`src/rtl/bds_ram.sv`:
```
// Generic single-write, single-read RAM with registered read data.
module bds_ram #(
  parameter int WIDTH = 8,
  parameter int DEPTH = 16
) (
  input  logic                     clk,
  input  logic                     we,
  input  logic [$clog2(DEPTH)-1:0] waddr,
  input  logic [WIDTH-1:0]         wdata,
  input  logic                     re,
  input  logic [$clog2(DEPTH)-1:0] raddr,
  output logic [WIDTH-1:0]         rdata
);

  logic [WIDTH-1:0] mem [DEPTH];

  // Write port
  always_ff @(posedge clk) begin
    if (we) begin
      mem[waddr] <= wdata;
    end
  end

  // Read port, old data on a same-address collision
  always_ff @(posedge clk) begin
    if (re) begin
      rdata <= mem[raddr];
    end
  end

endmodule

```
`config.mk`:
```
export PLATFORM = sky130hd
export DESIGN_NAME = bds_ram
export DESIGN_NICKNAME = d
export VERILOG_FILES = /design/src/rtl/bds_ram.sv
export SDC_FILE = /design/constraint.sdc
export NUM_CORES = 1
export LEC_CHECK = 0
export ABC_AREA = 1
export BUFFER_PORTS_ARGS = -buffer_cell sky130_fd_sc_hd__buf_2
export CAP_MARGIN = 5
export CORE_MARGIN = 3
export CORE_UTILIZATION = 38
export CTS_CLUSTER_SIZE = 12
export DETAILED_ROUTE_END_ITERATION = 10
export SKIP_CTS_REPAIR_TIMING = 1
export SLEW_MARGIN = 20
export SYNTH_ARGS = -nofsm -noshare
export SYNTH_HDL_FRONTEND = slang
export SYNTH_SLANG_ARGS = --single-unit
```
`constraint.sdc`:
```
create_clock -name clk -period 1.2 [get_ports clk]
set_input_delay 0 -clock clk [delete_from_list [all_inputs] [get_ports clk]]
set_output_delay 0 -clock clk [all_outputs]
set_load 0.05 [all_outputs]
```
# Word level (Yosys, flattened, before mapping)
# Memory sizes are Yosys's and may differ from the RTL's. A register that Yosys moved wholly into a read port is not among the register bits.
# Cells that the tools add are included.
[op_classes] magnitude_cmp=0 n_mul=0 add_sub_neg=0 div_mod_pow=0 n_eq_ne=0 n_reduce_logical=0 n_shift=0 mux=2 n_bitwise=0
[ops] operator="$mux 1" count=2
[totals] wordCells=3 romBits=0 register_bits=0 memories=1 latch_bits=0 out_inout_bits=8 input_bits=19 ram_bits=128
[mem_list] memory="mem" depth=16 width=8 rd=1 rd_ports_with_merged_regs=1 wr=1 line_no="15" rtl="logic [WIDTH-1:0] mem [DEPTH];"

# Longest topological paths before layout
# Gate-level depths: netlist of run 1.
[depth] depth_word=2 mapped_depth=8 ltp_nobuf=7

# Least setup slack after synthesis of run 1
# Ideal clock, no wire load.
[synth_timing] path_type="in2reg" startpoint="in waddr[2]" endpoint="mem mem[10][0] (enable)" required_time_ps=830 path_slack_ps=249 arrival_time_ps=581 path_stages=2 setup_ps=370 n_path_buf=0 cell_sequence="nand3b_1 > nor2_1"
[synth_lines] item="start, declared" line_no="8" rtl="input logic [$clog2(DEPTH)-1:0] waddr,"
[synth_lines] item="end, declared" line_no="15"
# Straight into the memory's write port.

==> results.json, run 1 <==
{
  "die_h_um": 130,
  "insertion_delay_ps": 420,
  "fin_nets": 616,
  "end_kind": "register",
  "final_common_cell": "nand2_1",
  "finalHoldViolCount": 0,
  "min_period_ps": 1120,
  "pwr_density_cell_mw_per_mm2": 1620,
  "hp-start": "wdata[4]",
  "gp_congestion": 0.845,
  "slew_headroom": 0.600,
  "worst_slew_pin_slew_ps": 599,
  "dp.cells": 761,
  "fin_cells": 794,
  "cellLeakagePower_nw": 2.94,
  "crit_end": "rdata[2]",
  "r2r_end": "rdata[2]",
  "start_util": 0.395,
  "hold_class": "input port to register",
  "clkSinkCount": 136,
  "setup.worst_path.class": "register to register",
  "status": "complete, no violations",
  "ys_seq_area_frac": 0.698,
  "htreeDepth": 4,
  "drv_cap": 0,
  "grt_start_max_net_pins": 49,
  "fp.dieW_um": 130,
  "rr_startpoint": "mem[2][2]",
  "critical_path_arrival_ps": 1300,
  "place_hpwl_um": 8180,
  "yosys.area.top_type": "edfxtp_1",
  "cts_made_buffers": 17,
  "grt_pass1_vias": 3813,
  "setup_viol": 0,
  "postRouteAntennaNets": 0,
  "syn2layout_area_growth_pct": 17.3,
  "overflow": 0,
  "fmax_mhz": 896,
  "syn_area_mm2": 0.00585,
  "synth_area_per_cell_um2": 10.6,
  "io_pins": 27,
  "rsz0062_at_grt": "false",
  "power_mw": 11.1,
  "drt_iter0_markers": 369,
  "drc": 0,
  "die_area_mm2": 0.0169,
  "antenna_found_initial": 0,
  "clk_path_buf_depth": 2,
  "synth_cell_types": 11,
  "synth_nets": 570,
  "n_antenna_cell": 0,
  "required_ps": 1380,
  "synth_cells": 551,
  "core_area_mm2": 0.0148,
  "peakVddDrop_v": 0.00104,
  "cts_tree": "done",
  "cts.clk_slew.worst_paths_ps": 60,
  "wire_per_inst_um": 16.5,
  "drt_wl_total_um": 13100,
  "worst_clock_skew_ps": 8.89,
  "firstDrtPassIters": 6,
  "row_count": 44,
  "root_buffer": "clkbuf_16",
  "crit_fanout": 1,
  "reg2reg_depth": 6,
  "crit_path_start": "mem[2][2]",
  "drv_slew": 0,
  "ys_top_cells_by_area": "edfxtp_1 70%, nand2_1 11%, nand3_1 8.3%",
  "io_buffers": 26,
  "synth_top_area_share": 0.698,
  "grt_pass1_wl_um": 20300,
  "grtUsageTotal": 0.166,
  "synth_warnings": 0,
  "viasPerCell": 4.82,
  "mostFrequentLayoutCells": "173 x nand2_1, 136 x edfxtp_1, 100 x inv_1",
  "final.period_utilization": 0.930,
  "vias": 3830,
  "start_kind": "register",
  "r2r_setup_slack_ps": 80,
  "layout-drive-gt1-share": 0.148,
  "ys_seq_elements": 136
}
kinds of logic (layout without fill, tap and decap cells):
| logic type | after synthesis | in the layout | share of synthesized area |
|---|---|---|---|
| and+or+nand+nor | 289 | 289 | 0.208 |
| buffers and inverters | 126 | 185 | 0.0939 |
| DFF | 136 | 136 | 0.698 |
report_power, final:
group          total, mW  switching [mW]  internal (mW)  leakage (nW)
logic              0.736           0.536          0.200          1.45
clock network       4.95            2.07           2.88         0.260
registers           5.38          0.0315           5.35          1.24
total               11.1            2.64           8.43          2.94
cells in the mapped netlist:
cell and n:
nand2_1 173, edfxtp_1 136, inv_1 100, nand3_1 97, nor2_1 17, buf_2 13, buf_6 6, buf_4 4
inv_2 2, nand3b_1 2, buf_1 1
through the flow:
step           TNS, ps  setup slack [ps]  cell area [µm²]   util  hold slack (ps)
4_1_cts              0              30.3             6820  0.460            -72.7
2_1_floorplan        0               249             5850      -             98.9
6_report             0              83.9             6860  0.463             3.59
3_5_place_dp      -141             -60.0             6250  0.422              371
3_3_place_gp     -32.9             -25.1             6250  0.422              368
5_1_grt              0              4.91             6860  0.463             3.13
flip-flops by register name (all words and copies together), names as in the netlist:
register,count
mem,128
rdata,8
final cells by class:
cell class / instances / area (µm²)
clock buffer: 17 / 425
fill: 1340 / 7950
multi-input combinational: 289 / 1240
clock inverter: 15 / 145
inverter: 102 / 383
tap: 184 / 230
sequential: 136 / 4080
timing repair buffer: 51 / 345
worst max-delay path: stages (launching register included):
cell and delay (ps):
edfxtp_1 370, inv_1 60, nand2_1 50, nand3_1 90
nand3_1 110, nand3_2 130, nand2_1 70
worst min-delay path by stage:
stage,depth (start not counted),endpoint
finish,1,mem[6][4]
global route,1,mem[3][4]
CTS,1,rdata[2]
detailed placement,1,rdata[5]
global placement,1,rdata[5]
floorplan,0,mem[0][0]
layer usage:
metal,track usage,share of wire,up-vias
li1,-,-,1875
met1,0.203,0.43,1850
met2,0.278,0.50,85
met3,0.0438,0.050,20
met4,0.0715,0.022,0
met5,0,0,-
Power figures use the tool's default switching activity.
==> inputs of run 2 (changes only) <==
--- a/config.mk
+++ b/config.mk
@@ -12,6 +12,7 @@
 export CORE_UTILIZATION = 38
 export CTS_CLUSTER_SIZE = 12
 export DETAILED_ROUTE_END_ITERATION = 10
+export GPL_TIMING_DRIVEN = 0
 export SKIP_CTS_REPAIR_TIMING = 1
 export SLEW_MARGIN = 20
 export SYNTH_ARGS = -nofsm -noshare
==> run 2 against run 1 <==
Compared with the run above:
- routed wire length increased by 8.4%
- via count up 3.6%
- register-to-register slack lost 40 ps
- sequential power barely moved
- hold slack gained 13 ps
- count of clock-buffer cells in the layout stayed put
- non-clock buffer count is 1 lower
- utilization rose by 0.29 points
- first-iteration DRC count grew 20%
==> results.json, run 2 (synthesis gave the netlist of run 1 again) <==
{
  "status": "complete, no violations",
  "final_common_cell": "nand2_1",
  "worst_slew_pin_slew_ps": 967,
  "rr_startpoint": "mem[10][4]",
  "cellLeakagePower_nw": 2.95,
  "syn2layout_area_growth_pct": 18.0,
  "cts_made_buffers": 17,
  "htreeDepth": 4,
  "gp_congestion": 0.937,
  "r2r_setup_slack_ps": 40,
  "io_buffers": 23,
  "fmax_mhz": 865,
  "hp-start": "wdata[7]",
  "end_kind": "register",
  "drv_slew": 0,
  "row_count": 44,
  "start_kind": "register",
  "postRouteAntennaNets": 0,
  "biggestRegsByFlops": "mem (128), rdata (8)",
  "grt_start_max_net_pins": 17,
  "peakVddDrop_v": 0.00111,
  "drv_cap": 0,
  "fin_nets": 615,
  "drt_wl_total_um": 14200,
  "final.period_utilization": 0.964,
  "layout_setup_ws_ps": 43.4,
  "setup.worst_path.class": "register to register",
  "placed_area_mm2": 0.00619,
  "viasPerCell": 5.00,
  "largest_reg_flops": 128,
  "finalHoldViolCount": 0,
  "layout-drive-gt1-share": 0.148,
  "setup_viol": 0,
  "start_util": 0.395,
  "root_buffer": "clkbuf_16",
  "n_antenna_cell": 0,
  "die_h_um": 130,
  "antenna_found_initial": 0,
  "whs_endpoint": "mem[11][7]",
  "fin_cells": 793,
  "wire_per_inst_um": 17.9,
  "required_ps": 1370,
  "firstDrtPassIters": 7,
  "cts_tree": "done",
  "slew_headroom": 0.353,
  "pwr_density_cell_mw_per_mm2": 1670,
  "crit_fanout": 1,
  "die_area_mm2": 0.0169,
  "io_pins": 27,
  "fp.dieW_um": 130,
  "hold_class": "input port to register",
  "min_period_ps": 1160,
  "insertion_delay_ps": 430,
  "critical_path_arrival_ps": 1330,
  "core_area_mm2": 0.0148,
  "cts.clk_slew.worst_paths_ps": 60,
  "overflow": 0,
  "grt_pass1_wl_um": 21500,
  "dp.cells": 758,
  "drt_iter0_markers": 444,
  "grt_pass1_vias": 3720,
  "clk_path_buf_depth": 2,
  "worst_clock_skew_ps": 8.66,
  "grtUsageTotal": 0.178,
  "place_ws_ps": -349,
  "fin_area_mm2": 0.00690,
  "r2r_end": "rdata[4]",
  "drc": 0,
  "reg2reg_depth": 6,
  "place_hpwl_um": 9360,
  "vias": 3966,
  "max_flop_register": "mem",
  "worstHoldPathCells": 1,
  "mostFrequentLayoutCells": "172 x nand2_1, 136 x edfxtp_1, 100 x inv_1",
  "clkSinkCount": 136
}
[run 2: how the worst max path moves through the flow]
stage | start | end | slack, ps | cells after the start
finish | mem[10][4] | rdata[4] | 40 | 6
global route | mem[11][4] | rdata[4] | -7 | 6
CTS | mem[10][1] | rdata[1] | 30 | 6
detailed placement | waddr[2] | mem[9][3] | -350 | 3
global placement | waddr[2] | mem[9][3] | -310 | 3
floorplan | waddr[2] | mem[10][0] | 250 | 2
[run 2: layout make-up]
type | count | area, µm²
fillers | 1342 | 7910
flip-flops and latches | 136 | 4080
multi-input cells | 289 | 1280
clock buffers | 17 | 425
inverters | 102 | 383
well taps | 184 | 230
clock inverters | 15 | 184
plain buffers | 24 | 166
repair buffers | 26 | 145
[run 2: stage by stage]
stage          utilization  hold slack, ps  power [mW]  setup TNS (ps)
2_1_floorplan            -            98.9        5.93               0
3_3_place_gp         0.418             331        6.22          -21070
3_5_place_dp         0.418             353        6.24          -24010
4_1_cts              0.459           -94.9        11.6               0
5_1_grt              0.466            1.99        11.9           -9.20
6_report             0.466            16.6        11.5               0
[run 2: critical path, cell delays in order, from the launching register on]
cell      delay [ps]
edfxtp_1         360
inv_1             60
nand2_1           50
nand3_1          120
nand3_1          120
nand3_2          110
nand2_1           80
[run 2: per-layer routing]
| metal | share of wire | track usage | wire [µm] |
|---|---|---|---|
| met5 | 0 | 0 | 0 |
| met4 | 0.019 | 0.0630 | 276 |
| met3 | 0.077 | 0.0516 | 1100 |
| met2 | 0.48 | 0.282 | 6760 |
| met1 | 0.43 | 0.235 | 6040 |
[run 2: where the power goes]
group | total (mW) | leakage, nW | switching (mW) | internal [mW]
Combinational | 0.800 | 1.43 | 0.586 | 0.214
Clock | 5.35 | 0.285 | 1.92 | 3.43
Sequential | 5.38 | 1.24 | 0.0237 | 5.35
Total | 11.5 | 2.95 | 2.53 | 9.00
