--- config.mk ---
export PLATFORM = sky130hd
export DESIGN_NAME = bds_ctrl
export DESIGN_NICKNAME = d
export VERILOG_FILES = /design/src/rtl/bds_pkg.sv /design/src/rtl/bds_ctrl.sv
export SDC_FILE = /design/constraint.sdc
export NUM_CORES = 1
export LEC_CHECK = 0
export BUFFER_PORTS_ARGS = -buffer_cell sky130_fd_sc_hd__buf_4
export CAP_MARGIN = 20
export CORE_UTILIZATION = 62
export DETAILED_ROUTE_END_ITERATION = 8
export GPL_TIMING_DRIVEN = 0
export PLACE_DENSITY = 0.84
export SLEW_MARGIN = 0
export SYNTH_ARGS = -nofsm -noshare
export SYNTH_HDL_FRONTEND = slang
export SYNTH_SLANG_ARGS = --single-unit
export TNS_END_PERCENT = 5
--- constraint.sdc ---
create_clock -name clk -period 10.5 [get_ports clk]
set_clock_uncertainty 0.15 [all_clocks]
set_input_delay 0.525 -clock clk [delete_from_list [all_inputs] [get_ports clk]]
set_output_delay 0.525 -clock clk [all_outputs]
set_load 0.005 [all_outputs]
--- src/rtl/bds_pkg.sv ---
// Shared types and constants of the ARGB box downsampler.
package bds_pkg;

  // Sizing
  localparam int MAX_WIDTH      = 1024;
  localparam int MAX_SCALE_LOG2 = 3;
  localparam int ADDR_W         = $clog2(MAX_WIDTH);
  localparam int EWID_W         = ADDR_W + 1;
  localparam int CNT_W          = MAX_SCALE_LOG2;
  localparam int HSUM_W         = 8 + MAX_SCALE_LOG2;
  localparam int BSUM_W         = 8 + 2 * MAX_SCALE_LOG2;
  localparam int LANES          = 4;

  // Register fields
  localparam int SCALE_W  = 2;
  localparam int IMGW_W   = 11;
  localparam int CFG_W    = 11;
  localparam int CFG_IDX_W = 2;

  localparam logic [7:0] ALPHA_OPAQUE = 8'd255;

  // Register indexes
  localparam logic [CFG_IDX_W-1:0] REG_KEEP_ALPHA  = 2'd0;
  localparam logic [CFG_IDX_W-1:0] REG_SCALE_LOG2  = 2'd1;
  localparam logic [CFG_IDX_W-1:0] REG_IMAGE_WIDTH = 2'd2;

  // Lane order in the line store word
  localparam int LANE_RED   = 0;
  localparam int LANE_GREEN = 1;
  localparam int LANE_BLUE  = 2;
  localparam int LANE_ALPHA = 3;

  typedef struct packed {
    logic       frame_start;
    logic [7:0] in_alpha;
    logic [7:0] in_red;
    logic [7:0] in_green;
    logic [7:0] in_blue;
  } bds_in_t;

  typedef struct packed {
    logic [7:0] out_red;
    logic [7:0] out_green;
    logic [7:0] out_blue;
    logic [7:0] out_alpha;
    logic       row_end;
  } bds_out_t;

  // Controls for the accept cycle
  typedef struct packed {
    logic accept;
    logic cib_zero;
  } s0_ctl_t;

  // Controls for the accumulate stage
  typedef struct packed {
    logic               valid;
    logic               wr;
    logic               emit;
    logic               row_end;
    logic               rib0;
    logic               fwd_sel;
    logic [SCALE_W-1:0] sc;
    logic [ADDR_W-1:0]  bc;
  } s1_ctl_t;

endpackage

--- src/rtl/bds_ctrl.sv ---
// Raster counters, block address generation and accumulate-stage control.
module bds_ctrl
  import bds_pkg::*;
(
  input  logic               clk,
  input  logic               rst_n,
  input  logic               in_fire,
  input  logic               frame_start,
  input  logic               s1_adv,
  input  logic [SCALE_W-1:0] scale_cfg,
  input  logic [IMGW_W-1:0]  width_cfg,
  output s0_ctl_t            s0,
  output s1_ctl_t            s1,
  output logic [ADDR_W-1:0]  raddr
);

  logic [ADDR_W-1:0]  cc_r, cc_nxt;
  logic [CNT_W-1:0]   rib_r, rib_nxt;
  logic [CNT_W-1:0]   cib_r, cib_nxt;
  s1_ctl_t            s1_r, s1_nxt;

  logic [SCALE_W-1:0] sc_eff;
  logic [CNT_W-1:0]   last;
  logic [EWID_W-1:0]  eff_w;
  logic [ADDR_W-1:0]  wm1;
  logic [ADDR_W-1:0]  cc_e, cc_c;
  logic [CNT_W-1:0]   rib_e, cib_e;
  logic               last_col, col_close, row_close;
  logic [ADDR_W-1:0]  bc;

  // Decode the configuration and the current position
  always_comb begin
    sc_eff = (32'(scale_cfg) > MAX_SCALE_LOG2) ? SCALE_W'(MAX_SCALE_LOG2) : scale_cfg;
    last   = CNT_W'((1 << sc_eff) - 1);
    if (width_cfg == '0 || 32'(width_cfg) > MAX_WIDTH) begin
      eff_w = EWID_W'(MAX_WIDTH);
    end else begin
      eff_w = EWID_W'(width_cfg);
    end
    wm1 = ADDR_W'(eff_w - EWID_W'(1));

    cc_e  = frame_start ? '0 : cc_r;
    rib_e = frame_start ? '0 : rib_r;
    cib_e = frame_start ? '0 : cib_r;

    cc_c      = (cc_e >= wm1) ? wm1 : cc_e;
    last_col  = (cc_c == wm1);
    col_close = (cib_e >= last);
    row_close = (rib_e >= last);
    bc        = cc_c >> sc_eff;
  end

  assign raddr       = bc;
  assign s0.accept   = in_fire;
  assign s0.cib_zero = (cib_e == '0);

  // Advance the raster counters
  always_comb begin
    cc_nxt  = cc_r;
    rib_nxt = rib_r;
    cib_nxt = cib_r;
    if (in_fire) begin
      cib_nxt = (col_close || last_col) ? '0 : cib_e + CNT_W'(1);
      cc_nxt  = last_col ? '0 : cc_c + ADDR_W'(1);
      rib_nxt = rib_e;
      if (last_col) begin
        rib_nxt = row_close ? '0 : rib_e + CNT_W'(1);
      end
    end
  end

  // Load the accumulate stage on a transfer, drop it when it drains
  always_comb begin
    s1_nxt = s1_r;
    if (in_fire) begin
      s1_nxt.valid   = 1'b1;
      s1_nxt.wr      = col_close;
      s1_nxt.emit    = col_close && row_close;
      s1_nxt.row_end = last_col;
      s1_nxt.rib0    = (rib_e == '0);
      s1_nxt.fwd_sel = s1_r.valid && s1_r.wr && (s1_r.bc == bc);
      s1_nxt.sc      = sc_eff;
      s1_nxt.bc      = bc;
    end else if (s1_adv) begin
      s1_nxt.valid = 1'b0;
    end
  end

  assign s1 = s1_r;

  always_ff @(posedge clk) begin
    if (!rst_n) begin
      cc_r  <= '0;
      rib_r <= '0;
      cib_r <= '0;
      s1_r  <= '0;
    end else begin
      cc_r  <= cc_nxt;
      rib_r <= rib_nxt;
      cib_r <= cib_nxt;
      s1_r  <= s1_nxt;
    end
  end

endmodule

# Word level (Yosys, flattened, before mapping)

Index checks and enable logic that the tools add are counted.

Equality and inequality tests: 2
$add $sub $neg: 5
Order comparisons: 4
Shifts and indexed selects: 2
Reduce and logical (&&, ||, !) cells: 9
Mux-type cells: 11

Operators by type and width:

| operator                                           | number |
|---|---|
| two-way mux 10 bit                                 | 4 |
| equality test 10 bit                               | 2 |
| two-way mux 3 bit                                  | 5 |
| > comparator 11 bit, second input constant         | 1 |
| logical NOT 11 bit                                 | 1 |
| adder 10 x 1 -> 10 bit, second input constant      | 1 |
| >= comparator 10 bit                               | 1 |
| >> shifter 10 x 2 -> 10 bit                        | 1 |
| subtractor 10 x 1 -> 10 bit, second input constant | 1 |
| adder 3 x 1 -> 3 bit, second input constant        | 2 |
| >= comparator 3 bit                                | 2 |
| logical NOT 3 bit                                  | 2 |
| logical AND 1 bit                                  | 3 |
| << shifter 1 x 2 -> 3 bit, first input constant    | 1 |
| subtractor 3 x 2 -> 3 bit, second input constant   | 1 |
| logical OR 1 bit                                   | 2 |
| two-way mux 1 bit                                  | 2 |
| nonzero test 2 bit                                 | 1 |

Output and inout port bits: 30
Bits of input ports: 18
Register bits after elaboration: 34
Logic and storage cells: 44

# Longest topological paths before layout

Word-level depth: 9
Depth in mapped cells: 22
Mapped depth without buffers: 19

# Least setup slack after synthesis

Ideal clock, no wire load.

Path kind: input port to flip-flop
Start: input port width_cfg[10]
End: register cc_r[8]
Setup slack: 5.878 ns
Cell stages on the path: 20
Buffers on the path: 2
Setup time: 0.128 ns
Arrival: 4.344 ns
Required time: 10.222 ns
Cell sequence: buf_1 > nor2b_1 > inv_1 > ha_1 > buf_2 > and2_1 > a221oi_2 > ha_1 > o21ai_0 > a211o_1 > a41oi_2 > nor2_1 > o21ai_0 > inv_1 > ha_1 > o221ai_1 > nor4b_1 > xor2_1 > a22oi_1 > nor2_1

Longest elaborated chain between the ends: 8
Elaborated cells on any way between the ends: 10
Classes of those cells: add/sub: 2; order compare: 2; eq/ne: 1; mux: 3; reduce/logical: 2

RTL lines:

| element                                                        | RTL line                       | source |
|---|---|---|
| from (decl)                                                    | bds_ctrl.sv:11                 | `input logic [IMGW_W-1:0] width_cfg,` |
| > comparator 11 bit or logical NOT 11 bit (tied branches)      | bds_ctrl.sv:35                 | `if (width_cfg == '0 \|\| 32'(width_cfg) > MAX_WIDTH) begin` |
| logical OR 1 bit *                                             | bds_ctrl.sv:35                 |  |
| two-way mux 10 bit *                                           | bds_ctrl.sv:35                 |  |
| subtractor 10 x 1 -> 10 bit *                                  | bds_ctrl.sv:40                 | `wm1 = ADDR_W'(eff_w - EWID_W'(1));` |
| >= comparator 10 bit                                           | bds_ctrl.sv:46                 | `cc_c = (cc_e >= wm1) ? wm1 : cc_e;` |
| two-way mux 10 bit                                             | bds_ctrl.sv:46                 |  |
| adder 10 x 1 -> 10 bit or equality test 10 bit (tied branches) | bds_ctrl.sv:64, bds_ctrl.sv:47 |  |
| two-way mux 10 bit *                                           | bds_ctrl.sv:64                 | `cc_nxt = last_col ? '0 : cc_c + ADDR_W'(1);` |
| to (signal assigned)                                           | bds_ctrl.sv:98                 | `cc_r <= cc_nxt;` |
| to (decl)                                                      | bds_ctrl.sv:17                 | `logic [ADDR_W-1:0] cc_r, cc_nxt;` |

Mark *: on every way between the ends. The rest lies on a longest branch, timed or not.
A chain may end at the register's enable or synchronous reset.

# Worst setup path in the final report

Start: input port width_cfg[10]
End: output port raddr[0]

Longest elaborated chain between the ends: 7
Elaborated cells on any way between the ends: 8
Classes of those cells: add/sub: 1; order compare: 2; shift: 1; mux: 2; reduce/logical: 2

RTL lines:

| element                                                   | RTL line       | source |
|---|---|---|
| > comparator 11 bit or logical NOT 11 bit (tied branches) | bds_ctrl.sv:35 |  |
| logical OR 1 bit *                                        | bds_ctrl.sv:35 |  |
| two-way mux 10 bit *                                      | bds_ctrl.sv:35 |  |
| subtractor 10 x 1 -> 10 bit *                             | bds_ctrl.sv:40 |  |
| >= comparator 10 bit                                      | bds_ctrl.sv:46 |  |
| two-way mux 10 bit *                                      | bds_ctrl.sv:46 |  |
| >> shifter 10 x 2 -> 10 bit *                             | bds_ctrl.sv:50 | `bc = cc_c >> sc_eff;` |
| to (decl)                                                 | bds_ctrl.sv:14 | `output logic [ADDR_W-1:0] raddr` |

Marked as above.

==> flow_summary.toml <==
[status]
status = "finished, final reports clean"

[worst_setup_path]
reg2regPathDepth = 14
worst-path-max-fanout = 10
endpoint_kind = "output port"
critPathSlowestCell = "o21ai_0"
timing.rr.end = "cc_r[8]"
path_cells = "buf_4 > buf_1 > nor2b_1 > inv_1 > ha_1 > buf_2 > and2_1 > a221oi_2 > ha_1 > o21ai_0 > a211o_1 > a41oi_2 > nor2_1 > o21ai_0 > mux2_2 > mux2i_1 > buf_4"
required_ns = 9.83
slowest_delay_ns = 0.69
critical_path_class = "in2out"
critical_path_arrival_ns = 5.14
critical-path-top-delay-family = "compound AO/OA/AOI/OAI gates"
r2r-start = "cc_r[0]"
crit_path_start_kind = "input pin"
rrSetupSlack_ns = 6.36
cp.buffers_inverters = 5

[timing]
period_share_pct = 55.4
fin_crit_ns = 5.82
hold_viol = 0
relSlewSlack_pct = 47.1
setup_viol = 0
finalMaxSlewViolations = 0
setup_ws_ns = 4.68
max_freq_mhz = 172
rsz0062_at_grt = "no"
tns_ns = 0
worst_pin_slew_ns = 0.785

[cts]
cts_buffers = 5
htree_levels = 2
cts-hold-fix-buffers = 0
clk_pin_slew_ns = 0.07
clock_latency_ns = 0.29
cts_setup_buffers = 0
clockBufferDepth = 2
ctsResizeCount = 0
cts_tree = "built"
cts.sinks = 34
cts_root_buffer = "clkbuf_8"

[floorplanning]
rows = 25
core-area_mm2 = 0.00479
dieArea_mm2 = 0.00530
initial_core_util_pct = 64.9
dieWidth_um = 72.8
die_y_um = 72.8
ios = 48

[drt]
drt-pass1-iter-count = 5
wl_um = 9030
detail-route-antenna-nets = 0
wl_per_cell_um = 17.6
drcViolationCount = 0
via_count = 3315
drt_first_iter_violations = 383
viasPerCell = 6.45

[synthesis]
ys.flop_type = "dfxtp_1"
postSynthNetCount = 433
synth_area_mm2 = 0.00311
postSynthAreaPerCell_um2 = 7.91
async_reset_ff_share_pct = 0
syn_inst = 393
synth-edff-count = 0
yosysWarnings = 0
yosysUniqueCellTypes = 70
ys_ff_latch = 34
yosysSeqAreaShare_pct = 21.9

[placement]
dp_hpwl_um = 6770
place_congestion = 0.989
dp_worst_setup_slack_ns = 4.73
numPortBuffers = 46
dp_cells = 506

[cells_and_area]
diodes = 0
stdcell_count = 514
drive_gt1_share_pct = 19.7
syn_to_final_growth_pct = 16.9
nets = 486
nFillCells = 392

[power]
vdd_ir_drop_max_v = 0.0000918
powerDensity_mw_per_mm2 = 85.4
power_mw = 0.310
p_leak_nw = 1.59

[flow_run]
drv_cap = 0

[worst_hold_path]
min_path_cells = 2
hp-class = "reg2reg"
min_to = "s1[13]"
hold_path.startpoint = "s1[13]"

[global_route]
gr-usage-all-layers_pct = 36.1
overflow = 0
grt_antenna_before_repair = 0
grt_pass1_wl_um = 14600
grt_max_degree = 12
grt_pass1_vias = 3059
[cell type report]
| class | count | area (um^2) | area share, % |
|---|---|---|---|
| plain buffers | 21 | 93.8 | 2.58 |
| clock buffers | 6 | 82.6 | 2.27 |
| clock inverters | 2 | 12.5 | 0.344 |
| inverters | 24 | 90.1 | 2.48 |
| multi-input cells | 314 | 2240 | 61.8 |
| flip-flops and latches | 34 | 681 | 18.7 |
| well taps | 67 | 83.8 | 2.31 |
| repair buffers | 46 | 345 | 9.51 |
[sequential cells by signal, indices dropped and copies added (netlist names)]
signal  flops
cc_r       10
cib_r       3
rib_r       3
s1         18
[kinds of logic (layout without fill, tap and decap cells)]
group | after synthesis | after routing | share of synthesized area [%]
flip-flops | 34 | 34 | 21.9
buffers and inverters | 45 | 99 | 5.92
AND/OR/NAND/NOR | 150 | 150 | 24.4
AO/OA/AOI/OAI | 103 | 103 | 25.0
multiplexers | 21 | 21 | 8.90
adder cells (fa/ha/maj) | 22 | 22 | 8.86
XOR/XNOR | 18 | 18 | 5.07
[worst max path at each step]
stage,startpoint,to,depth (start not counted)
after floorplan,width_cfg[10],cc_r[8],20
after global placement,width_cfg[10],cc_r[8],21
after detailed placement,width_cfg[10],cc_r[8],21
after CTS,width_cfg[10],raddr[0],17
after global routing,width_cfg[10],raddr[0],17
final,width_cfg[10],raddr[0],17
[metal layers]
metal  vias up  part of all wire (%)  GRT usage (%)
met2       180                    47           58.8
met5         -                     0              0
met3        18                   9.8           7.73
met4         0                   1.6           11.1
met1      1562                    42           47.8
li1       1555                     -              -
[layout by cell type, fill, tap and decap left out, types with 5 or more instances in the layout]
| master | instances |
|---|---|
| nor3_1 | 16 |
| buf_4 | 47 |
| mux2i_1 | 13 |
| xor2_1 | 6 |
| nor2b_1 | 9 |
| o21ai_0 | 14 |
| nand3_1 | 13 |
| a21o_1 | 5 |
| o22ai_1 | 5 |
| mux4_2 | 5 |
| inv_1 | 22 |
| nor2_1 | 40 |
| nand2_1 | 34 |
| dfxtp_1 | 34 |
| xnor2_1 | 12 |
| nand2b_1 | 7 |
| clkbuf_8 | 6 |
| nand4_1 | 6 |
| a21oi_1 | 24 |
| clkbuf_1 | 12 |
| ha_1 | 22 |
[report_power, final]
group / internal, mW / switching, mW / leakage (nW)
Sequential: 0.132 / 0.00315 / 0.277
Combinational: 0.0298 / 0.0416 / 1.26
Clock: 0.0527 / 0.0504 / 0.0472
Total: 0.215 / 0.0952 / 1.59
[cells in the mapped netlist (all sizes together) (7+ instances only)]
cell | n | area [um^2]
nor2 | 40 | 150
nand2 | 35 | 134
dfxtp | 34 | 681
a21oi | 25 | 129
ha | 22 | 275
inv | 22 | 82.6
nor3 | 16 | 80.1
o21ai | 16 | 87.6
mux2i | 13 | 130
nand3 | 13 | 65.1
clkbuf | 12 | 45.0
xnor2 | 12 | 105
buf | 9 | 48.8
nor2b | 9 | 56.3
nand2b | 7 | 43.8
[worst reg2reg max path, cell delays in order (launching register included)]
cell	delay, ns
dfxtp_1	0.37
nand2_1	0.17
ha_1	0.34
or3b_1	0.39
o2111ai_2	0.11
a41oi_2	0.28
nor2_1	0.45
o21ai_0	0.41
inv_1	0.14
ha_1	0.19
o221ai_1	0.23
nor4b_1	0.46
xor2_1	0.11
a22oi_1	0.17
nor2_1	0.05
[metrics by stage]
step	area [um^2]	hold WS [ns]	utilization, %
2_1_floorplan	3110	0.284	-
5_1_grt	3630	0.334	75.9
3_5_place_dp	3540	0.305	73.9
4_1_cts	3630	0.317	75.9
6_report	3630	0.316	75.9
3_3_place_gp	3540	0.291	73.9
(Power assumes the default switching activity.)
