File: src/rtl/bds_pkg.sv
// Shared types and constants of the ARGB box downsampler.
package bds_pkg;

  // Sizing
  localparam int MAX_WIDTH      = 1024;
  localparam int MAX_SCALE_LOG2 = 3;
  localparam int ADDR_W         = $clog2(MAX_WIDTH);
  localparam int EWID_W         = ADDR_W + 1;
  localparam int CNT_W          = MAX_SCALE_LOG2;
  localparam int HSUM_W         = 8 + MAX_SCALE_LOG2;
  localparam int BSUM_W         = 8 + 2 * MAX_SCALE_LOG2;
  localparam int LANES          = 4;

  // Register fields
  localparam int SCALE_W  = 2;
  localparam int IMGW_W   = 11;
  localparam int CFG_W    = 11;
  localparam int CFG_IDX_W = 2;

  localparam logic [7:0] ALPHA_OPAQUE = 8'd255;

  // Register indexes
  localparam logic [CFG_IDX_W-1:0] REG_KEEP_ALPHA  = 2'd0;
  localparam logic [CFG_IDX_W-1:0] REG_SCALE_LOG2  = 2'd1;
  localparam logic [CFG_IDX_W-1:0] REG_IMAGE_WIDTH = 2'd2;

  // Lane order in the line store word
  localparam int LANE_RED   = 0;
  localparam int LANE_GREEN = 1;
  localparam int LANE_BLUE  = 2;
  localparam int LANE_ALPHA = 3;

  typedef struct packed {
    logic       frame_start;
    logic [7:0] in_alpha;
    logic [7:0] in_red;
    logic [7:0] in_green;
    logic [7:0] in_blue;
  } bds_in_t;

  typedef struct packed {
    logic [7:0] out_red;
    logic [7:0] out_green;
    logic [7:0] out_blue;
    logic [7:0] out_alpha;
    logic       row_end;
  } bds_out_t;

  // Controls for the accept cycle
  typedef struct packed {
    logic accept;
    logic cib_zero;
  } s0_ctl_t;

  // Controls for the accumulate stage
  typedef struct packed {
    logic               valid;
    logic               wr;
    logic               emit;
    logic               row_end;
    logic               rib0;
    logic               fwd_sel;
    logic [SCALE_W-1:0] sc;
    logic [ADDR_W-1:0]  bc;
  } s1_ctl_t;

endpackage

File: src/rtl/bds_lane.sv
// One color lane: horizontal accumulate, block accumulate and average shift.
module bds_lane
  import bds_pkg::*;
(
  input  logic              clk,
  input  s0_ctl_t           s0,
  input  s1_ctl_t           s1,
  input  logic              s1_adv,
  input  logic [7:0]        px,
  input  logic [BSUM_W-1:0] rd_sum,
  output logic [BSUM_W-1:0] wr_sum,
  output logic [7:0]        avg
);

  logic [HSUM_W-1:0] hsum_r, hsum_nxt;
  logic [BSUM_W-1:0] fwd_r, fwd_nxt;
  logic [BSUM_W-1:0] base;
  logic [2:0]        shamt;

  // Restart the horizontal sum on the first column of a block
  always_comb begin
    hsum_nxt = hsum_r;
    if (s0.accept) begin
      hsum_nxt = (s0.cib_zero ? '0 : hsum_r) + HSUM_W'(px);
    end
  end

  // Add the stored column-block sum, or the one just written by the previous transfer; zero on a block's first row
  always_comb begin
    base = s1.fwd_sel ? fwd_r : rd_sum;
    if (s1.rib0) begin
      base = '0;
    end
    wr_sum = base + BSUM_W'(hsum_r);
  end

  // Hold the sum of the last advancing stage for forwarding
  always_comb begin
    fwd_nxt = fwd_r;
    if (s1.valid && s1_adv) begin
      fwd_nxt = wr_sum;
    end
  end

  // Divide by the block size
  assign shamt = {1'b0, s1.sc} << 1;
  assign avg   = 8'(wr_sum >> shamt);

  always_ff @(posedge clk) begin
    hsum_r <= hsum_nxt;
    fwd_r  <= fwd_nxt;
  end

endmodule

File: config.mk
export PLATFORM = sky130hd
export DESIGN_NAME = bds_lane
export DESIGN_NICKNAME = d
export VERILOG_FILES = /design/src/rtl/bds_pkg.sv /design/src/rtl/bds_lane.sv
export SDC_FILE = /design/constraint.sdc
export NUM_CORES = 1
export LEC_CHECK = 0
export BUFFER_PORTS_ARGS = -buffer_cell sky130_fd_sc_hd__buf_4
export CAP_MARGIN = 10
export CORE_MARGIN = 2
export CORE_UTILIZATION = 53
export DETAILED_ROUTE_END_ITERATION = 10
export GPL_ROUTABILITY_DRIVEN = 0
export PLACE_DENSITY = 0.86
export SLEW_MARGIN = 20
export SYNTH_ARGS = -nofsm -noshare
export SYNTH_HDL_FRONTEND = slang
export SYNTH_SLANG_ARGS = --single-unit
File: constraint.sdc
create_clock -name clk -period 6.5 [get_ports clk]
set_input_delay 1.3 -clock clk [delete_from_list [all_inputs] [get_ports clk]]
set_output_delay 1.3 -clock clk [all_outputs]
set_load 0.01 [all_outputs]
Yosys cells after proc, flatten, opt, wreduce, memory -nomap -nowiden
Cells that the tools add are included.
{"block": "totals", "register_bits": 25, "out_inout_bits": 22, "elab_cells": 9, "in_bits": 44}
{"block": "classes", "muxes": 3, "reduce_logical": 1, "n_addsub": 2, "n_shift": 1}
{"cell": "$mux 14", "count": 2}
{"cell": "$add 14x11->14", "count": 1}
{"cell": "$shr 14x3->8", "count": 1}
{"cell": "$add 11x8->11", "count": 1}
{"cell": "$mux 11", "count": 1}
{"cell": "$logic_and 1x1->1", "count": 1}

Depth between registers and ports, before layout
Gate-level depths: netlist of run 1.
{"block": "depth", "ltp_word": 4, "mapped_depth": 13}

Worst setup path before layout of run 1
Ideal clock, no wire load.
{"block": "synth_path", "kind": "input -> output", "start": "input s1[12] in the netlist's numbering", "end": "output avg[2]", "required_time_ns": 5.200, "path_slack_ns": 1.028, "stages": 13, "arrival_time_ns": 4.172, "path_cell_list": "clkbuf_1 buf_1 mux2i_1 nor2_1 ha_1 inv_1 fa_1 nand2b_1 a21o_4 a21oi_2 o21ai_1 and2_4 mux4_2"}
{"block": "synth_via", "elab_chain_cells": 4}
{"item": "start: declaration", "line": "bds_lane.sv:7", "rtl": "input s1_ctl_t s1,"}
{"item": "$mux 14", "line": "bds_lane.sv:30", "rtl": "base = s1.fwd_sel ? fwd_r : rd_sum;"}
{"item": "$mux 14", "line": "bds_lane.sv:31", "rtl": "if (s1.rib0) begin"}
{"item": "$add 14x11->14", "line": "bds_lane.sv:34", "rtl": "wr_sum = base + BSUM_W'(hsum_r);"}
{"item": "net wr_sum[8]", "line": "bds_lane.sv:11", "rtl": "output logic [BSUM_W-1:0] wr_sum,"}
{"item": "$shr 14x3->8", "line": "bds_lane.sv:47", "rtl": "assign avg = 8'(wr_sum >> shamt);"}
{"item": "end: declaration", "line": "bds_lane.sv:12", "rtl": "output logic [7:0] avg"}
The timed path passes the listed nets, and every way through them passes these cells.

Final worst setup path of run 1
{"block": "layout_path", "start": "input s1[12] in the netlist's numbering", "end": "output avg[3]"}
{"block": "layout_via", "elab_chain_cells": 4}
{"item": "$mux 14", "line": "bds_lane.sv:30"}
{"item": "$mux 14", "line": "bds_lane.sv:31"}
{"item": "$add 14x11->14", "line": "bds_lane.sv:34"}
{"item": "$shr 14x3->8", "line": "bds_lane.sv:47"}
Every way passes these cells.

==> metrics.csv, run 1 <==
metric,value,unit
clk slew on worst S/H paths,0.10,ns
leakage,1.242,nW
# DRC,0,
CTS tree,built,
# Max-Cap Violations,0,
post-synth cell types,49,
Die X,70.48,um
status,finished clean,
final wirelength,5399,um
Worst Hold Class,reg2reg,
worst r2r path cells,10,
DPL Wire Length,4215,um
hold buffers post-CTS,0,
routed length per instance,15.65,um
Setup CP Type,in2out,
Post-Synth Simple-Gate Area,0.1603,
Synth top area share,0.3205,
unrepaired setup endpoints after global routing,false,
fraction of layout cells with a size suffix above 1,0.2423,
PD cells,247.9,nW/um^2
TritonCTS Sinks,25,
site row count,24,
initial antenna violation count,0,
"Net Count, Synth",311,
final setup vio count,0,
fmax,190.7,MHz
Synth Cell Area,2342,um^2
design area,2814,um^2
pin count of the biggest net entering global routing,19,
measured slew at the worst slew-check pin,0.6336,ns
post-synthesis mux area share,0.1020,
post-route ant nets,0,
core area,4294,um^2
post-synthesis average cell area,9.521,um^2
post-synthesis sequential area ratio,0.3205,
synth top area cells,"edfxtp_1, ha_1, mux2i_1",
first-pass GRT wire length,9045,um
Most used DFF post-synth,edfxtp_1,
main combinational cell family by area after synthesis,compound AO/OA/AOI/OAI gates,
CP Capture Type,output port,
YS warnings,0,
fin crit period,5.244,ns
Adder-Cell Fraction of Synth Area,0.1186,
total power,0.6976,mW
peak supply drop,0.09709,mV
Nets,359,
asr flop ratio synth,0,
top post-synthesis cells by count,"nor2_1, edfxtp_1, a21oi_1, ha_1, mux2i_1",
number of global-route vias before repair,1995,
Via-to-Cell Ratio,5.948,
area delta synth->final,20.14,%
H-tree lvl count,1,
critical path peak fanout,16,
Post-Synth XOR/XNOR Area,0.05983,
Initial Util,0.5455,
CP Launch Type,primary input,
die area,4967,um^2
slew margin rel.,0.5776,
final setup TNS,0,ns
Root Buffer,clkbuf_8,
Synth area leader,edfxtp_1,
vias,2052,
max-slew violations,0,
number of port buffers,52,
Clock Tree Buf Depth,2,
final clock skew,0.006564,ns
crit share post-route,0.8068,
worst skew pair latency,0.29,ns
"Data arrival, critical path",3.94,ns
Post-synth EDFFs,25,
Total GRT Usage,0.2248,
Worst Hold Depth,2,
DRT iter0 DRCs,234,
number of synthesized register bits,25,
filler instances,325,
Post-CTS Setup Inserts,0,
grt total ovfl,0,
diodes inserted,0,
post-CTS resize count,0,
Synth Area in Compound Gates,0.2051,
most common cell in the synthesized netlist,nor2_1,
post-place instance area,2764,um^2
final hold violation count,0,
Worst Path Required,5.20,ns
CTS Buf Count,3,
First-pass DRT Iterations,4,
total I/O pin count,66,
Die Span Y,70.48,um
synthesized instance count,246,
-- area by class of cell --
| cell class | instances | area (um^2) | share of cell area |
|---|---|---|---|
| repair buffers | 52 | 390.4 | 0.1387 |
| clock inverters | 1 | 8.758 | 0.003112 |
| well taps | 52 | 65.06 | 0.02312 |
| clock buffers | 3 | 41.29 | 0.01467 |
| inverters | 12 | 45.04 | 0.01601 |
| multi-input cells | 200 | 1513 | 0.5376 |
| flip-flops and latches | 25 | 750.7 | 0.2668 |
-- state kept, by name (all words and copies together), names as in the netlist --
register / count
hsum_r: 11
fwd_r: 14
-- kinds of logic (layout without fill, tap and decap cells) --
kind of cell | after synthesis | in the layout
simple gates | 75 | 75
compound gates | 68 | 68
flops | 25 | 25
fa+ha+maj | 21 | 21
buf+inv | 21 | 68
mux | 20 | 20
xor+xnor | 16 | 16
-- stage by stage --
stage               hold WS (ns)  utilization  cells  setup slack (ns)
global placement          0.6598       0.6436    341             1.263
detailed placement        0.6792       0.6436    341             1.274
finish                    0.7214       0.6553    345             1.256
CTS                       0.7111       0.6553    345             1.268
global route              0.7538       0.6553    345             1.083
floorplan                 0.6201            -    246             1.028
-- critical path: stages --
cell and delay [ns]:
buf_4 0.23, mux2i_1 0.12, or2_2 0.31, inv_1 0.07, ha_1 0.24, a211oi_2 0.27, o21bai_1 0.14, a211o_1 0.28
xnor2_1 0.25, inv_1 0.12, mux4_2 0.46, buf_4 0.16
-- placed cells by master (no fill, tap or decap), drive strengths merged, types with 2 or more instances in the layout --
master / n
a211oi: 5
a21o: 5
a21oi: 21
a311oi: 2
a31o: 2
a31oi: 3
and2: 3
and3: 2
buf: 52
clkbuf: 3
edfxtp: 25
fa: 2
ha: 19
inv: 13
mux2i: 16
mux4: 3
nand2: 8
nand2b: 2
nand3: 6
nor2: 28
nor2b: 12
nor3: 2
o211ai: 5
o21a: 3
o21ai: 9
o21bai: 6
o31ai: 2
or2: 5
or3: 3
xnor2: 10
xor2: 6
-- power breakdown --
| part | total, mW | leakage (nW) | internal [mW] | switching [mW] |
|---|---|---|---|---|
| combinational | 0.371 | 0.975 | 0.173 | 0.198 |
| sequential | 0.220 | 0.241 | 0.210 | 0.0103 |
| clock | 0.106 | 0.0261 | 0.0453 | 0.0607 |
| total | 0.698 | 1.24 | 0.428 | 0.269 |
-- layer usage --
layer | global-route usage | share of wire | vias to the layer above
li1 | - | - | 1012
met1 | 0.3017 | 0.44 | 965
met2 | 0.3795 | 0.48 | 70
met3 | 0.02886 | 0.061 | 5
met4 | 0.06410 | 0.014 | 0
met5 | 0 | 0 | -
-- worst paths after layout --
check	startpoint	to	slack (ns)
max	s1[12]	avg[3]	1.26
min reg2reg	hsum_r[10]$_DFFE_PP_	hsum_r[10]$_DFFE_PP_	0.72
max reg2reg	fwd_r[1]$_DFFE_PP_	fwd_r[11]$_DFFE_PP_	3.88
min	hsum_r[10]$_DFFE_PP_	hsum_r[10]$_DFFE_PP_	0.72
Power figures use the tool's default switching activity.
==> inputs of run 2 (changes only) <==
Settings changed: CORE_UTILIZATION 53 to 48, PLACE_DENSITY 0.86 to 0.82.
Clock period 6.5 ns to 4.5 ns, I/O delays scaled along.
==> run 2 against run 1 <==
Against the previous run: final cell count increased by 4.6%; largest power group unchanged; largest cell class unchanged; critical endpoint is now avg[7]; total power increased by 43%; non-clock buffer count increased by 1; register-to-register slack got worse by 2.0 ns; sequential cell count unchanged; sequential power increased by 45%; clock power increased by 31%; combinational power increased by 45%; clock-buffer cell count unchanged; critical path type unchanged; global-route usage decreased by 3.5 points; clock skew decreased by 0.0019 ns; routed wire length decreased by 3.0%.
==> metrics.csv, run 2 (same netlist as run 1, synthesis figures left out) <==
metric,value,unit
status,finished clean,
CP Capture Type,output port,
met1 Use GR,0.2502,
critical path peak fanout,8,
"commonest non-fill, non-tap cell in the layout",buf_4,
Flop pwr share,0.319,
Biggest register,fwd_r,
met2 global-route usage,0.3185,
Die X,73.86,um
initial antenna violation count,0,
final wirelength,5239,um
grt total ovfl,0,
Hold Crit Start,hsum_r[0]$_DFFE_PP_,
final setup TNS,0,ns
Combinational Power Share,0.542,
unrepaired setup endpoints after global routing,false,
worst path cell trace,buf_4 -> mux2i_1 -> or2_2 -> inv_1 -> ha_1 -> a211oi_2 -> o21ai_1 -> a31o_1 -> a31o_1 -> a221o_1 -> a211oi_2 -> buf_4,
core area,4723,um^2
total power,0.9953,mW
Via-to-Cell Ratio,5.684,
CP Launch Type,primary input,
Initial Util,0.4959,
fin crit period,4.351,ns
Sw Ratio,0.3777,
GRT busiest layer,met2,
"Data arrival, critical path",3.45,ns
number of port buffers,52,
slew margin rel.,0.5907,
Setup CP Type,in2out,
total I/O pin count,66,
crit share post-route,0.9669,
Bufs and invs on worst path,3,
fmax,229.8,MHz
final clock skew,0.004683,ns
CP peak stage delay,0.35,ns
CTS tree,built,
max reg flops,14,
R2R Path Start,fwd_r[1]$_DFFE_PP_,
number of global-route vias before repair,1905,
measured slew at the worst slew-check pin,0.6139,ns
Clock Tree Buf Depth,2,
pin count of the biggest net entering global routing,19,
site row count,25,
peak supply drop,0.1384,mV
Setup WS post-layout,0.1489,ns
grt met3 use,0.03155,
Total GRT Usage,0.1898,
slowest cell on the critical path,a221o_1,
Top Registers,"fwd_r x14, hsum_r x11",
First-pass DRT Iterations,5,
TritonCTS Sinks,25,
PD cells,349.2,nW/um^2
vias,2052,
Place WS,0.1907,ns
internal power,0.6193,mW
Nets,360,
H-tree lvl count,1,
# DRC,0,
Setup crit start,s1[12],
first-pass GRT wire length,8183,um
clk slew on worst S/H paths,0.09,ns
Worst Path Required,3.60,ns
Clock power frac,0.139,
leakage,1.249,nW
Worst Hold Class,reg2reg,
fraction of layout cells with a size suffix above 1,0.2551,
diodes inserted,0,
routed length per instance,14.51,um
max-slew violations,0,
post-route ant nets,0,
worst skew pair latency,0.27,ns
crit-path leading delay family,compound AO/OA/AOI/OAI gates,
Root Buffer,clkbuf_8,
die area,5455,um^2
CTS Buf Count,3,
# Max-Cap Violations,0,
area delta synth->final,21.69,%
DPL Wire Length,4173,um
DRT iter0 DRCs,102,
Die Span Y,73.86,um
final hold violation count,0,
final setup vio count,0,
most frequent cells in the layout,"buf_4, nor2_1, edfxtp_1",
switching power,0.3760,mW
## run 2: path summary, 6_finish.rpt
check                             end  slack [ns]  cells after the start
setup / recovery               avg[7]        0.15                     12
hold / removal     fwd_r[0]$_DFFE_PP_        0.71                      1
setup reg to reg  fwd_r[11]$_DFFE_PP_        1.91                     10
hold reg to reg    fwd_r[0]$_DFFE_PP_        0.71                      1
## run 2: layout make-up
type | instances | area (um^2)
multi-input combinational | 200 | 1526
clock buffer | 3 | 41.29
clock inverter | 1 | 5.005
tap | 67 | 83.83
timing repair buffer | 53 | 397.9
sequential | 25 | 750.7
inverter | 12 | 45.04
fill | 390 | 1873
## run 2: timing repair
action	in CTS	in global routing
hold buffers	0	0
endpoints found under the setup margin	0	3
gates resized for setup	0	3
setup buffers	0	0
## run 2: layer usage
layer,part of all wire,up-vias
met1,0.47,946
met5,0,-
met2,0.46,85
li1,-,1010
met3,0.057,11
met4,0.015,0
## run 2: power groups by stage
stage          clock network [mW]  registers, mW  logic (mW)
6_report                    0.139          0.318       0.539
5_1_grt                     0.147          0.321       0.588
4_1_cts                     0.138          0.318       0.529
3_5_place_dp                    0          0.322       0.525
3_3_place_gp                    0          0.321       0.516
2_1_floorplan                   0          0.318       0.344
## run 2: stage by stage
stage	util	instances	hold slack [ns]	instance area, um^2
after CTS	0.6005	361	0.6878	2836
after floorplan	-	246	0.6201	2344
after global placement	0.5907	357	0.6522	2790
after global routing	0.6034	361	0.7360	2850
after detailed placement	0.5907	357	0.6554	2790
final	0.6034	361	0.7149	2850
